[src/hw/rtl/eeg_packet_deframer_macros.svh]
// Assertion macros shared by the deframer RTL.
// No dependencies; included by the files that carry assertions.
`ifndef EEG_PACKET_DEFRAMER_MACROS_SVH
`define EEG_PACKET_DEFRAMER_MACROS_SVH

// same-cycle implication, disabled during reset
`define EPD_ASSERT(lbl, ante, cons) \
	lbl: assert property (@(posedge clk) disable iff (!arst_n) (ante) |-> (cons)) \
		else $error("deframer assertion failed");

// next-cycle implication, disabled during reset
`define EPD_ASSERT_NEXT(lbl, ante, cons) \
	lbl: assert property (@(posedge clk) disable iff (!arst_n) (ante) |=> (cons)) \
		else $error("deframer assertion failed");

`endif

[src/hw/rtl/epd_pkg.sv]
// Shared types and constants of the packet deframer.
// No dependencies.
package epd_pkg;

	localparam int MAX_LEN_DEF = 32;
	localparam int BANDS = 8;
	localparam int CMDQ_DEPTH = 4;
	localparam int RESQ_DEPTH = 2;

	localparam logic [7:0] SYNC_BYTE = 8'hAA;
	localparam logic [7:0] CODE_QUALITY = 8'd2;
	localparam logic [7:0] CODE_ATTENTION = 8'd4;
	localparam logic [7:0] CODE_MEDITATION = 8'd5;
	localparam logic [7:0] CODE_POWER = 8'd131;
	localparam logic [7:0] QUALITY_RST = 8'd200;
	// length byte plus three bytes per band
	localparam logic [8:0] POWER_NEED = 9'(1 + 3 * BANDS);

	typedef enum logic [1:0] {
		ST_OK = 2'd0,
		ST_TOO_LONG = 2'd1,
		ST_CKSUM_BAD = 2'd2,
		ST_PARSE_BAD = 2'd3
	} status_t;

	typedef enum logic [1:0] {
		CMD_WRITE = 2'd0,
		CMD_TOO_LONG = 2'd1,
		CMD_CKSUM_BAD = 2'd2,
		CMD_PARSE = 2'd3
	} cmd_kind_t;

	typedef struct packed {
		cmd_kind_t kind;
		logic [7:0] addr;
		logic [7:0] data;
	} cmd_t;

	typedef struct packed {
		status_t status;
		logic [7:0] quality;
		logic [7:0] attention_level;
		logic [7:0] meditation_level;
		logic power_valid;
		logic [2:0] band_index;
		logic [23:0] band_value;
		logic last;
	} res_t;

	typedef enum logic [2:0] {
		B_IDLE,
		B_CODE_RD,
		B_CODE_EV,
		B_VAL,
		B_BAND_RD,
		B_BAND_EV,
		B_EMIT
	} back_state_t;

endpackage

[src/hw/rtl/epd_fifo.sv]
// Small synchronous FIFO used for the command and result queues.
// Depends on the deframer macros header.
`include "eeg_packet_deframer_macros.svh"

module epd_fifo #(
	parameter int W = 8,
	parameter int DEPTH = 2
) (
	input logic clk,
	input logic arst_n,
	input logic wr_en,
	input logic [W-1:0] wr_data,
	output logic full,
	input logic rd_en,
	output logic [W-1:0] rd_data,
	output logic empty
);
	localparam int AW = (DEPTH > 1) ? $clog2(DEPTH) : 1;

	logic [W-1:0] mem_q [DEPTH];
	logic [AW-1:0] wr_ptr_q, rd_ptr_q;
	logic [AW:0] cnt_q;
	logic do_wr, do_rd;

	assign full = (cnt_q == (AW+1)'(DEPTH));
	assign empty = (cnt_q == '0);
	assign do_wr = wr_en && !full;
	assign do_rd = rd_en && !empty;
	assign rd_data = mem_q[rd_ptr_q];

	always_ff @(posedge clk) begin
		if (do_wr)
			mem_q[wr_ptr_q] <= wr_data;
	end

	always_ff @(posedge clk or negedge arst_n) begin
		if (!arst_n) begin
			wr_ptr_q <= '0;
			rd_ptr_q <= '0;
			cnt_q <= '0;
		end else begin
			if (do_wr)
				wr_ptr_q <= (wr_ptr_q == AW'(DEPTH - 1)) ? '0 : wr_ptr_q + 1'b1;
			if (do_rd)
				rd_ptr_q <= (rd_ptr_q == AW'(DEPTH - 1)) ? '0 : rd_ptr_q + 1'b1;
			if (do_wr && !do_rd)
				cnt_q <= cnt_q + 1'b1;
			else if (do_rd && !do_wr)
				cnt_q <= cnt_q - 1'b1;
		end
	end

	`EPD_ASSERT(a_fifo_cnt, 1'b1, cnt_q <= (AW+1)'(DEPTH))
	`EPD_ASSERT_NEXT(a_fifo_fill, do_wr && !do_rd, !empty)

endmodule

[src/hw/rtl/epd_front.sv]
// Byte framer: sync detection, length check, checksum, payload commands.
// Depends on epd_pkg and the deframer macros header.
`include "eeg_packet_deframer_macros.svh"

module epd_front
	import epd_pkg::*;
#(
	parameter int MAX_LEN = MAX_LEN_DEF
) (
	input logic clk,
	input logic arst_n,
	input logic accept,
	input logic [7:0] rx_byte,
	output logic cmd_push,
	output cmd_t cmd
);
	logic [7:0] prev_q, pos_q, len_q, sum_q;
	logic in_frame_q;
	logic [7:0] pos_n, len_n, sum_n;
	logic fr_n;

	always_comb begin
		fr_n = in_frame_q;
		pos_n = pos_q;
		len_n = len_q;
		sum_n = sum_q;
		cmd_push = 1'b0;
		cmd = '{kind: CMD_WRITE, addr: pos_q - 8'd1, data: rx_byte};
		if (in_frame_q) begin
			if (pos_q == 8'd0) begin
				len_n = rx_byte;
				if (rx_byte > 8'(MAX_LEN)) begin
					fr_n = 1'b0;
					cmd_push = 1'b1;
					cmd.kind = CMD_TOO_LONG;
				end
			end else if (pos_q <= len_q) begin
				cmd_push = 1'b1;
				sum_n = sum_q + rx_byte;
			end else begin
				fr_n = 1'b0;
				cmd_push = 1'b1;
				cmd.data = len_q;
				cmd.kind = (rx_byte != ~sum_q) ? CMD_CKSUM_BAD : CMD_PARSE;
			end
			pos_n = pos_q + 8'd1;
		end
		if (rx_byte == SYNC_BYTE && prev_q == SYNC_BYTE && !fr_n) begin
			fr_n = 1'b1;
			pos_n = '0;
			len_n = '0;
			sum_n = '0;
		end
		cmd_push = cmd_push && accept;
	end

	always_ff @(posedge clk or negedge arst_n) begin
		if (!arst_n) begin
			prev_q <= '0;
			in_frame_q <= 1'b0;
			pos_q <= '0;
			len_q <= '0;
			sum_q <= '0;
		end else if (accept) begin
			prev_q <= rx_byte;
			in_frame_q <= fr_n;
			pos_q <= pos_n;
			len_q <= len_n;
			sum_q <= sum_n;
		end
	end

	`EPD_ASSERT(a_len_bound, in_frame_q && pos_q != 8'd0, len_q <= 8'(MAX_LEN))

endmodule

[src/hw/rtl/epd_back.sv]
// Payload store and row parser; emits results into the result queue.
// Depends on epd_pkg and the deframer macros header.
`include "eeg_packet_deframer_macros.svh"

module epd_back
	import epd_pkg::*;
#(
	parameter int MAX_LEN = MAX_LEN_DEF
) (
	input logic clk,
	input logic arst_n,
	input cmd_t cmd,
	input logic cmd_empty,
	output logic cmd_pop,
	output logic res_push,
	output res_t res,
	input logic res_full
);
	localparam int AW = $clog2(MAX_LEN);

	back_state_t state_q, state_n;
	logic [7:0] mem_q [MAX_LEN];
	logic [7:0] rd_data_q;
	logic [AW-1:0] raddr;
	logic mem_we;

	logic [8:0] i_q, ptr_q;
	logic [7:0] len_q, code_q;
	status_t status_q;
	logic [2:0] eidx_q, bj_q;
	logic [1:0] bk_q;
	logic [15:0] acc_q;
	logic [7:0] quality_q, attention_q, meditation_q;
	logic power_q;
	logic [23:0] band_q [BANDS];
	logic multi, is_row, row_short, pwr_short;

	assign multi = (status_q == ST_OK) && power_q;
	assign is_row = (rd_data_q == CODE_QUALITY) || (rd_data_q == CODE_ATTENTION)
		|| (rd_data_q == CODE_MEDITATION);
	assign row_short = (i_q + 9'd1) >= {1'b0, len_q};
	assign pwr_short = (i_q + POWER_NEED) >= {1'b0, len_q};

	always_ff @(posedge clk) begin
		if (mem_we)
			mem_q[cmd.addr[AW-1:0]] <= cmd.data;
		rd_data_q <= mem_q[raddr];
	end

	always_comb begin
		state_n = state_q;
		case (state_q)
			B_IDLE: begin
				if (!cmd_empty) begin
					case (cmd.kind)
						CMD_WRITE: state_n = B_IDLE;
						CMD_PARSE: state_n = B_CODE_RD;
						default: state_n = B_EMIT;
					endcase
				end
			end
			B_CODE_RD: state_n = (i_q >= {1'b0, len_q}) ? B_EMIT : B_CODE_EV;
			B_CODE_EV: begin
				if (is_row)
					state_n = row_short ? B_EMIT : B_VAL;
				else if (rd_data_q == CODE_POWER)
					state_n = pwr_short ? B_EMIT : B_BAND_RD;
				else
					state_n = B_EMIT;
			end
			B_VAL: state_n = B_CODE_RD;
			B_BAND_RD: state_n = B_BAND_EV;
			B_BAND_EV: begin
				if (bk_q == 2'd2 && bj_q == 3'(BANDS - 1))
					state_n = B_CODE_RD;
				else
					state_n = B_BAND_RD;
			end
			B_EMIT: begin
				if (!res_full && (!multi || eidx_q == 3'(BANDS - 1)))
					state_n = B_IDLE;
			end
			default: state_n = B_IDLE;
		endcase
	end

	always_comb begin
		cmd_pop = 1'b0;
		mem_we = 1'b0;
		res_push = 1'b0;
		raddr = i_q[AW-1:0];
		case (state_q)
			B_IDLE: begin
				cmd_pop = !cmd_empty;
				mem_we = !cmd_empty && cmd.kind == CMD_WRITE;
			end
			B_CODE_EV: raddr = AW'(i_q + 9'd1);
			B_BAND_RD: raddr = ptr_q[AW-1:0];
			B_EMIT: res_push = !res_full;
			default: raddr = i_q[AW-1:0];
		endcase
		res.status = status_q;
		res.quality = quality_q;
		res.attention_level = attention_q;
		res.meditation_level = meditation_q;
		res.power_valid = power_q;
		res.band_index = eidx_q;
		res.band_value = multi ? band_q[eidx_q] : '0;
		res.last = !multi || eidx_q == 3'(BANDS - 1);
	end

	always_ff @(posedge clk or negedge arst_n) begin
		if (!arst_n) begin
			state_q <= B_IDLE;
			i_q <= '0;
			ptr_q <= '0;
			len_q <= '0;
			code_q <= '0;
			status_q <= ST_OK;
			eidx_q <= '0;
			bj_q <= '0;
			bk_q <= '0;
			acc_q <= '0;
			quality_q <= QUALITY_RST;
			attention_q <= '0;
			meditation_q <= '0;
			power_q <= 1'b0;
			for (int k = 0; k < BANDS; k++)
				band_q[k] <= '0;
		end else begin
			state_q <= state_n;
			case (state_q)
				B_IDLE: begin
					eidx_q <= '0;
					if (!cmd_empty) begin
						case (cmd.kind)
							CMD_TOO_LONG: status_q <= ST_TOO_LONG;
							CMD_CKSUM_BAD: status_q <= ST_CKSUM_BAD;
							CMD_PARSE: begin
								status_q <= ST_OK;
								power_q <= 1'b0;
								i_q <= '0;
								len_q <= cmd.data;
								for (int k = 0; k < BANDS; k++)
									band_q[k] <= '0;
							end
							default: status_q <= status_q;
						endcase
					end
				end
				B_CODE_EV: begin
					code_q <= rd_data_q;
					ptr_q <= i_q + 9'd2;
					bj_q <= '0;
					bk_q <= '0;
					if (is_row ? row_short : (rd_data_q != CODE_POWER || pwr_short))
						status_q <= ST_PARSE_BAD;
				end
				B_VAL: begin
					if (code_q == CODE_QUALITY)
						quality_q <= rd_data_q;
					else if (code_q == CODE_ATTENTION)
						attention_q <= rd_data_q;
					else
						meditation_q <= rd_data_q;
					i_q <= i_q + 9'd2;
				end
				B_BAND_EV: begin
					ptr_q <= ptr_q + 9'd1;
					if (bk_q == 2'd2) begin
						band_q[bj_q] <= {acc_q, rd_data_q};
						bk_q <= '0;
						bj_q <= bj_q + 3'd1;
						if (bj_q == 3'(BANDS - 1)) begin
							power_q <= 1'b1;
							i_q <= i_q + POWER_NEED + 9'd1;
						end
					end else begin
						acc_q <= {acc_q[7:0], rd_data_q};
						bk_q <= bk_q + 2'd1;
					end
				end
				B_EMIT: begin
					if (!res_full)
						eidx_q <= eidx_q + 3'd1;
				end
				default: eidx_q <= eidx_q;
			endcase
		end
	end

	`EPD_ASSERT(a_bk_range, state_q == B_BAND_EV, bk_q != 2'd3)
	`EPD_ASSERT(a_single_idx, state_q == B_EMIT && !multi, eidx_q == 3'd0)

endmodule

[src/hw/rtl/eeg_packet_deframer.sv]
// Packet deframer for sync / length / checksum byte streams with code-value rows.
// Input: push/full, one received byte per transfer on rx_byte.
// Output: empty/pop, one result per transfer; the oldest result is shown while
// empty is low. A packet gives one result, or one per band when it parsed
// without error and carried band powers (last marks the final one).
// A front framer takes one byte per cycle while full is low and issues
// commands into a 4-entry queue; full rises only when that queue is full. A
// back parser, while idle, retires one command per cycle for payload bytes;
// at the end of a good packet it walks the stored payload through its memory,
// then emits results one per cycle into a 2-entry result queue while that
// queue is not full.
// When the receiver stalls, the result queue and then the command queue fill,
// and full holds off new bytes; nothing is dropped.
// Reset clears framing state, queues, stored values (quality to 200) and bands;
// the payload store holds no reset value and is only read after being written.
// Depends on epd_pkg, epd_fifo, epd_front, epd_back.
module eeg_packet_deframer
	import epd_pkg::*;
#(
	parameter int MAX_LEN = MAX_LEN_DEF
) (
	input logic clk,
	input logic arst_n,
	input logic push,
	output logic full,
	input logic [7:0] rx_byte,
	output logic empty,
	input logic pop,
	output logic [1:0] status,
	output logic [7:0] quality,
	output logic [7:0] attention_level,
	output logic [7:0] meditation_level,
	output logic power_valid,
	output logic [2:0] band_index,
	output logic [23:0] band_value,
	output logic last
);
	logic cmd_push, cmd_pop, cmd_empty, res_push, res_full;
	cmd_t cmd_in, cmd_out;
	res_t res_in, res_out;

	epd_front #(.MAX_LEN(MAX_LEN)) u_front (
		.clk(clk), .arst_n(arst_n),
		.accept(push && !full), .rx_byte(rx_byte),
		.cmd_push(cmd_push), .cmd(cmd_in)
	);

	epd_fifo #(.W($bits(cmd_t)), .DEPTH(CMDQ_DEPTH)) u_cmdq (
		.clk(clk), .arst_n(arst_n),
		.wr_en(cmd_push), .wr_data(cmd_in), .full(full),
		.rd_en(cmd_pop), .rd_data(cmd_out), .empty(cmd_empty)
	);

	epd_back #(.MAX_LEN(MAX_LEN)) u_back (
		.clk(clk), .arst_n(arst_n),
		.cmd(cmd_out), .cmd_empty(cmd_empty), .cmd_pop(cmd_pop),
		.res_push(res_push), .res(res_in), .res_full(res_full)
	);

	epd_fifo #(.W($bits(res_t)), .DEPTH(RESQ_DEPTH)) u_resq (
		.clk(clk), .arst_n(arst_n),
		.wr_en(res_push), .wr_data(res_in), .full(res_full),
		.rd_en(pop), .rd_data(res_out), .empty(empty)
	);

	assign status = res_out.status;
	assign quality = res_out.quality;
	assign attention_level = res_out.attention_level;
	assign meditation_level = res_out.meditation_level;
	assign power_valid = res_out.power_valid;
	assign band_index = res_out.band_index;
	assign band_value = res_out.band_value;
	assign last = res_out.last;

endmodule
[config.mk]
export PLATFORM = sky130hd
export DESIGN_NAME = eeg_packet_deframer
export DESIGN_NICKNAME = d
export VERILOG_FILES = /design/src/hw/rtl/epd_pkg.sv /design/src/hw/rtl/epd_fifo.sv /design/src/hw/rtl/epd_front.sv /design/src/hw/rtl/epd_back.sv /design/src/hw/rtl/eeg_packet_deframer.sv
export VERILOG_INCLUDE_DIRS = /design/src /design/src/hw/rtl
export SDC_FILE = /design/constraint.sdc
export NUM_CORES = 1
export LEC_CHECK = 0
export ABC_AREA = 1
export ABC_CLOCK_PERIOD_IN_PS = 10300
export BUFFER_PORTS_ARGS = -buffer_cell sky130_fd_sc_hd__buf_2
export CAP_MARGIN = 20
export CORE_MARGIN = 2
export CORE_UTILIZATION = 35
export DETAILED_ROUTE_END_ITERATION = 10
export GPL_TIMING_DRIVEN = 0
export PLACE_DENSITY = 0.5
export SLEW_MARGIN = 10
export SYNTH_ARGS = -nofsm -noshare
export SYNTH_HDL_FRONTEND = slang
export SYNTH_SLANG_ARGS = --single-unit
[constraint.sdc]
create_clock -name clk -period 10.3 [get_ports clk]
set_input_delay 0 -clock clk [delete_from_list [all_inputs] [get_ports clk]]
set_output_delay 0 -clock clk [all_outputs]
set_load 0.05 [all_outputs]
## Yosys cells after proc, flatten, opt, wreduce, memory -nomap -nowiden

Memories as Yosys holds them, arrays and structs flattened. A register that Yosys moved wholly into a read port is not among the register bits.
Cells that the tools add are included.

| operators by class | value |
|---|---|
| add/sub/neg operators | 19 |
| order comparisons | 8 |
| equality and inequality tests | 35 |
| muxes and demuxes | 86 |
| bitwise gates (word level) | 7 |
| reductions and logical operators | 62 |

Operator list:

| operator | number |
|---|---|
| $mux W192 | 3 |
| $pmux W192 S2 | 1 |
| $bwmux W192 | 1 |
| $mux W24 | 4 |
| $mux W8 | 12 |
| $bmux W24 S3 | 1 |
| $demux W24 S3 | 1 |
| $mux W9 | 4 |
| $mux W3 | 11 |
| $add A9 B1 Y9 const B | 3 |
| $ge A9 B8 Y1 | 3 |
| $pmux W9 S3 | 1 |
| $mux W1 | 26 |
| $eq A8 B3 Y1 const B | 3 |
| $eq A8 B8 Y1 const B | 3 |
| $mux W2 | 11 |
| $pmux W3 S7 | 1 |
| $eq A3 B3 Y1 const B | 6 |
| $pmux W3 S2 | 3 |
| $pmux W9 S2 | 1 |
| $reduce_bool A2 Y1 | 9 |
| $logic_and A1 B1 Y1 | 17 |
| $eq A8 B2 Y1 const B | 2 |
| $eq A2 B2 Y1 const B | 6 |
| 39 further kinds | 84 |

| storage, ports and cells | value |
|---|---|
| bits in registers | 324 |
| bits in writable memories | 438 |
| input bits | 12 |
| output and inout port bits | 57 |
| logic and storage cells | 253 |
| memories kept | 3 |

Memories:

| name | words | bits a word | read ports | clocked after memory_dff | write ports | RTL line | RTL |
|---|---|---|---|---|---|---|---|
| u_back.mem_q | 32 | 8 | 1 | 1 | 1 | epd_back.sv:22 | `logic [7:0] mem_q [MAX_LEN];` |
| u_resq.mem_q | 2 | 55 | 1 | 0 | 1 | epd_fifo.sv:20 | `logic [W-1:0] mem_q [DEPTH];` |
| u_cmdq.mem_q | 4 | 18 | 1 | 0 | 1 | epd_fifo.sv:20 |  |

## Logic depth before layout (Yosys ltp)

| logic depth | value |
|---|---|
| word-level depth | 10 |
| gate-level depth with buffers | 20 |
| mapped depth without buffers | 20 |

## Cells and area by module

From an unflattened synthesis, not the netlist that was laid out.

| unflattened totals | value |
|---|---|
| cell total of the unflattened synthesis | 3565 |
| area total of the unflattened synthesis | 35355.2 um^2 |

By module, submodules not included:

| module | instances | cells an instance | area an instance (um^2) | seq. area each (um^2) |
|---|---|---|---|---|
| epd_back | 1 | 2645 | 25325.5 | 14757.9 |
| epd_fifo at u_resq | 1 | 319 | 4271.6 | 3403.3 |
| epd_fifo at u_cmdq | 1 | 270 | 3353.2 | 2337.2 |
| epd_front | 1 | 329 | 2394.8 | 825.8 |
| eeg_packet_deframer | 1 | 2 | 10.0 | 0.0 |

## Worst setup path after synthesis

No wires, ideal clock.

| timing path | value |
|---|---|
| kind | register to register |
| start | register u_back.state_q[1] |
| end | memory u_resq.mem_q[1][0] (netlist name), enable pin |
| setup time | 0.470 ns |
| data arrival time | 3.210 ns |
| setup slack | 6.621 ns |
| cell stages (with the launch flop) | 5 |
| buffers on the path | 0 |
| period minus slack after synthesis | 3.679 ns |
| path through | dfrtp_1 nand2_1 nor2_1 o21ai_0 nor2_1 |

| between the ends | value |
|---|---|
| word-level cells in the longest chain between the ends | 5 |

Ends and longest elaborated chain:

| item | RTL line | RTL |
|---|---|---|
| start: declaration | epd_back.sv:21 | `back_state_t state_q, state_n;` |
| start signal: assignment | epd_back.sv:131 | `state_q <= state_n;` |
| $eq A3 B3 Y1 | epd_back.sv:92 | `case (state_q)` |
| $mux W1 | epd_back.sv:92 |  |
| $logic_and A1 B1 Y1 | epd_fifo.sv:27 | `assign do_wr = wr_en && !full;` |
| $mux W1 | epd_fifo.sv:32 | `if (do_wr)` |
| $mux W1 (not written as such) | epd_fifo.sv:33 | `mem_q[wr_ptr_q] <= wr_data;` |
| end: declaration | epd_fifo.sv:20 |  |

Every way passes these cells.

## Final worst setup path

| timing path | value |
|---|---|
| start | register u_cmdq.rd_ptr_q[1] |
| end | memory u_back.mem_q[0][1], enable pin |

| between the ends | value |
|---|---|
| word-level cells in the longest chain between the ends | 6 |

Ends and longest elaborated chain:

| item | RTL line | RTL |
|---|---|---|
| start: declaration | epd_fifo.sv:21 | `logic [AW-1:0] wr_ptr_q, rd_ptr_q;` |
| start signal: assignment | epd_fifo.sv:45 | `rd_ptr_q <= (rd_ptr_q == AW'(DEPTH - 1)) ? '0 : rd_ptr_q + 1'b1;` |
| $mem_v2 Z4 W18 (*) | n/a |  |
| $logic_not A2 Y1 | epd_back.sv:95 | `mem_we = !cmd_empty && cmd.kind == CMD_WRITE;` |
| $logic_and A1 B1 Y1 | epd_back.sv:95 |  |
| $mux W1 | epd_back.sv:92 |  |
| $mux W1 | epd_back.sv:45 | `if (mem_we)` |
| $mux W1 (not written as such) | epd_back.sv:46 | `mem_q[cmd.addr[AW-1:0]] <= cmd.data;` |
| end: declaration | epd_back.sv:22 |  |

Every way passes the cells marked *; elsewhere a longest branch is shown, timed or not.

==> flow_summary.yaml <==
timing:
  finalMaxSlewViolations: 0
  skew_ns: 0.0184
  grt_setup_unrepaired: "no"
  min_period_ns: 4.34
  setup_viol_count_final: 0
  tightest_slew_ns: 0.960
  finalCritPeriodShare: 0.422
  setup_tns_ns: 0
  slew_headroom: 0.355
  hold_violations: 0
  timing.fmax_mhz: 230
worst_setup_path:
  critPathRequiredTime_ns: 10.57
  crit_type: "register to register"
  critical-path-max-stage-delay_ns: 0.86
  regToRegSetupSlack_ns: 5.96
  start_kind: "register"
  critPathMaxFanout: 10
  cp_cell_sequence: "inv_1 -> clkbuf_1 -> clkbuf_1 -> a32oi_1 -> inv_1 -> ha_1 -> nand2_1 -> nor2_1 -> nand2_1 -> nor2_1"
  worstPathArrival_ns: 4.62
  slowest_stage: "nor2_1"
  endpoint_kind: "register"
global_route:
  grt_pass1_vias: 24270
  grt_overflow: 0
  grt_usage: 0.193
  antenna_found_initial: 0
  grt_start_max_net_pins: 100
  grt_pass1_wl_um: 147000
placed_design:
  io_buffers: 67
  placed_cells: 4823
  dp_hpwl_um: 66600
  gp_congestion: 0.841
layout:
  area.growth.synth_to_final_pct: 16.1
  layout.cells.non_filler: 4996
  fill_cells: 9525
  antenna_cells: 0
  fin_nets: 3721
  drive_gt1_frac: 0.0841
yosys:
  yosys.area.top_type_share: 0.378
  synth_xor_area_frac: 0.00724
  syn-num-nets: 3534
  synth_edf_count: 426
  synth.largest_area_cell: "edfxtp_1"
  syn_area_sq_mm: 0.0339
  ys_async_sr_fraction: 0.424
  ys_seq_elements: 754
  yosys.cell_types.count: 40
  synth_compound_area_frac: 0.104
  synth_fa_ha_area_frac: 0.0233
  synth_top_family_by_area: "simple AND/OR/NAND/NOR gates"
  yosys_warnings: 0
  synth.avg_cell_area_sq_um: 9.79
  synth.area.top_cells: "edfxtp_1, dfrtp_1, nand2_1"
  seq_area_frac_synth: 0.619
  synthMuxAreaShare: 0.000332
  ys.flop_type: "edfxtp_1"
  yosys.area_share.simple: 0.171
  netlist_instances: 3460
drt:
  drc_errors: 0
  vias: 25065
  ant_nets: 0
  drt-vias-per-instance: 5.02
  first_pass_iters: 5
  routedWlPerCell_um: 19.2
  drt_iter0_markers: 2091
  routed_wl_um: 95900
floorplanning:
  start_util: 0.352
  fp.dieH_um: 315
  num_rows: 114
  dieArea_sq_mm: 0.0993
  design.core.area_sq_mm: 0.0963
  die_x_um: 315
  io_pins: 69
clocking:
  cts_buffer_depth: 3
  clk_latency_ns: 0.66
  cts_tree: "yes"
  cts_resized: 0
  cts.reportedPaths.clkPinSlew_ns: 0.06
  cts_sinks: 754
  numCtsBuffers: 86
  cts_root_buffer: "clkbuf_16"
  h-tree-depth: 3
worst_hold_path:
  hp-class: "input port to register"
power:
  peakVddDrop_uv: 142
  p_per_area_mw_per_mm2: 306
  p_leak_uw: 0.0162
run_status:
  outcome: "finished clean"
run:
  cap_viol_max_count: 0
[report_power, final]
part	switching (uW)	internal, uW
Sequential	247	3850
Combinational	3550	1320
Clock	1260	1790
[metal layers]
layer  up-vias  wire (um)  GRT usage
met5         -          0          0
met4         0       2080     0.0484
met3       135       4310     0.0252
met2       599      44600      0.310
met1     12173      44800      0.275
li1      12158          -          -
[final timing paths]
path / startpoint / endpoint / cells past startpoint
worst max-delay path: u_cmdq.rd_ptr_q[1]$_DFFE_PN0P_ / u_back.mem_q[0][1]$_DFFE_PP_ / 10
worst min-delay path: push / u_front.prev_q[1]$_DFFE_PN0P_ / 6
worst max register to register: u_cmdq.rd_ptr_q[1]$_DFFE_PN0P_ / u_back.mem_q[0][1]$_DFFE_PP_ / 10
worst min register to register: u_back.bk_q[1]$_DFFE_PN0P_ / u_back.bk_q[0]$_DFFE_PN0P_ / 1
max in group asynchronous: arst_n / u_front.pos_q[2]$_DFFE_PN0P_ / 5
min in group asynchronous: arst_n / u_back.quality_q[7]$_DFFE_PN1P_ / 3
[worst max-delay path: cells and delay by family, from the launching register on]
family / cells / cell delay (ns)
AO/OA/AOI/OAI: 1 / 0.39
flip-flops: 1 / 0.51
adder cells (fa/ha/maj): 1 / 0.17
buffers and inverters: 4 / 1.23
AND/OR/NAND/NOR: 4 / 1.65
[per-stage QoR]
step                 util  power (uW)  hold WS [ns]  setup WS [ns]  cell area, sq um
global route        0.409       12800         0.100           5.74             39300
global placement    0.372        8840         0.309           2.42             35800
CTS                 0.409       12100        0.0108           5.98             39300
finish              0.409       12000        0.0305           5.96             39300
detailed placement  0.378        9030       -0.0606           6.00             36400
floorplan               -        7120        -0.296           6.62             33900
[cells by family after synthesis]
| group | count (synthesis) |
|---|---|
| AND/OR/NAND/NOR | 1334 |
| flip-flops | 754 |
| buffers and inverters | 656 |
| AO/OA/AOI/OAI | 625 |
| adder cells (fa/ha/maj) | 62 |
| XOR/XNOR | 28 |
| multiplexers | 1 |
[flip-flops by register name (all words and copies together) (netlist names), 5 cells and up]
register,cells
u_back.mem_q,256
u_back.band_q,192
u_resq.mem_q,110
u_cmdq.mem_q,60
u_back.acc_q,16
u_back.i_q,9
u_back.attention_q,8
u_back.code_q,8
u_back.len_q,8
u_back.meditation_q,8
u_back.quality_q,8
u_back.rd_data_q,8
u_front.len_q,8
u_front.pos_q,8
u_front.prev_q,8
u_front.sum_q,8
u_back.ptr_q,5
[cell usage after synthesis, types with 6 or more instances]
cell type  instances
a21oi_1          148
a21oi_2           10
a31oi_1           30
a32oi_1            7
buf_1             14
buf_2             63
clkbuf_1          98
dfrtp_1          317
dfxtp_1            8
edfxtp_1         426
ha_1              60
inv_1            478
nand2_1          709
nand3_1          397
nand3b_1          52
nand4_1           11
nor2_1           140
nor3_1            13
o21ai_0          215
o22ai_1          204
xnor2_1            6
xor2_1            22
[placed cells by master (no fill, tap or decap), types with 5 or more instances in the layout]
cell,Yosys,routed
dlygate4sd3_1,0,11
ha_1,60,60
buf_1,14,14
buf_16,0,9
nand3_1,397,397
a21oi_1,148,148
o21ai_0,215,215
nor3_1,13,12
a21oi_2,10,10
buf_12,0,7
clkinv_2,0,9
edfxtp_1,426,426
nor2_2,3,7
clkbuf_16,0,86
a31oi_1,30,30
nor2_1,140,134
xnor2_1,6,6
buf_8,0,6
xor2_1,22,22
buf_2,63,129
o22ai_4,0,8
nand3b_1,52,52
dfxtp_1,8,8
clkbuf_1,98,116
inv_1,478,478
a32oi_1,7,7
inv_6,0,5
bufinv_16,0,8
nand4_1,11,11
clkbuf_8,0,7
nand2_1,709,709
o22ai_1,204,196
clkinv_1,0,23
dfrtp_1,317,317
[layout make-up]
type / count / area [sq um] / area share
clock buffers: 111 / 2320 / 0.0589
repair buffers: 99 / 918 / 0.0233
multi-input cells: 2050 / 10500 / 0.267
flip-flops and latches: 754 / 21000 / 0.533
well taps: 1276 / 1600 / 0.0406
inverters: 478 / 1790 / 0.0456
clock inverters: 50 / 489 / 0.0124
plain buffers: 178 / 758 / 0.0193
[repair_timing]
action / 4_1_cts / 5_1_grt
hold endpoints to repair: 176 / 0
setup buffers: 0 / 0
hold buffers: 12 / 0
Note: power is estimated with default switching activity, not from simulation.
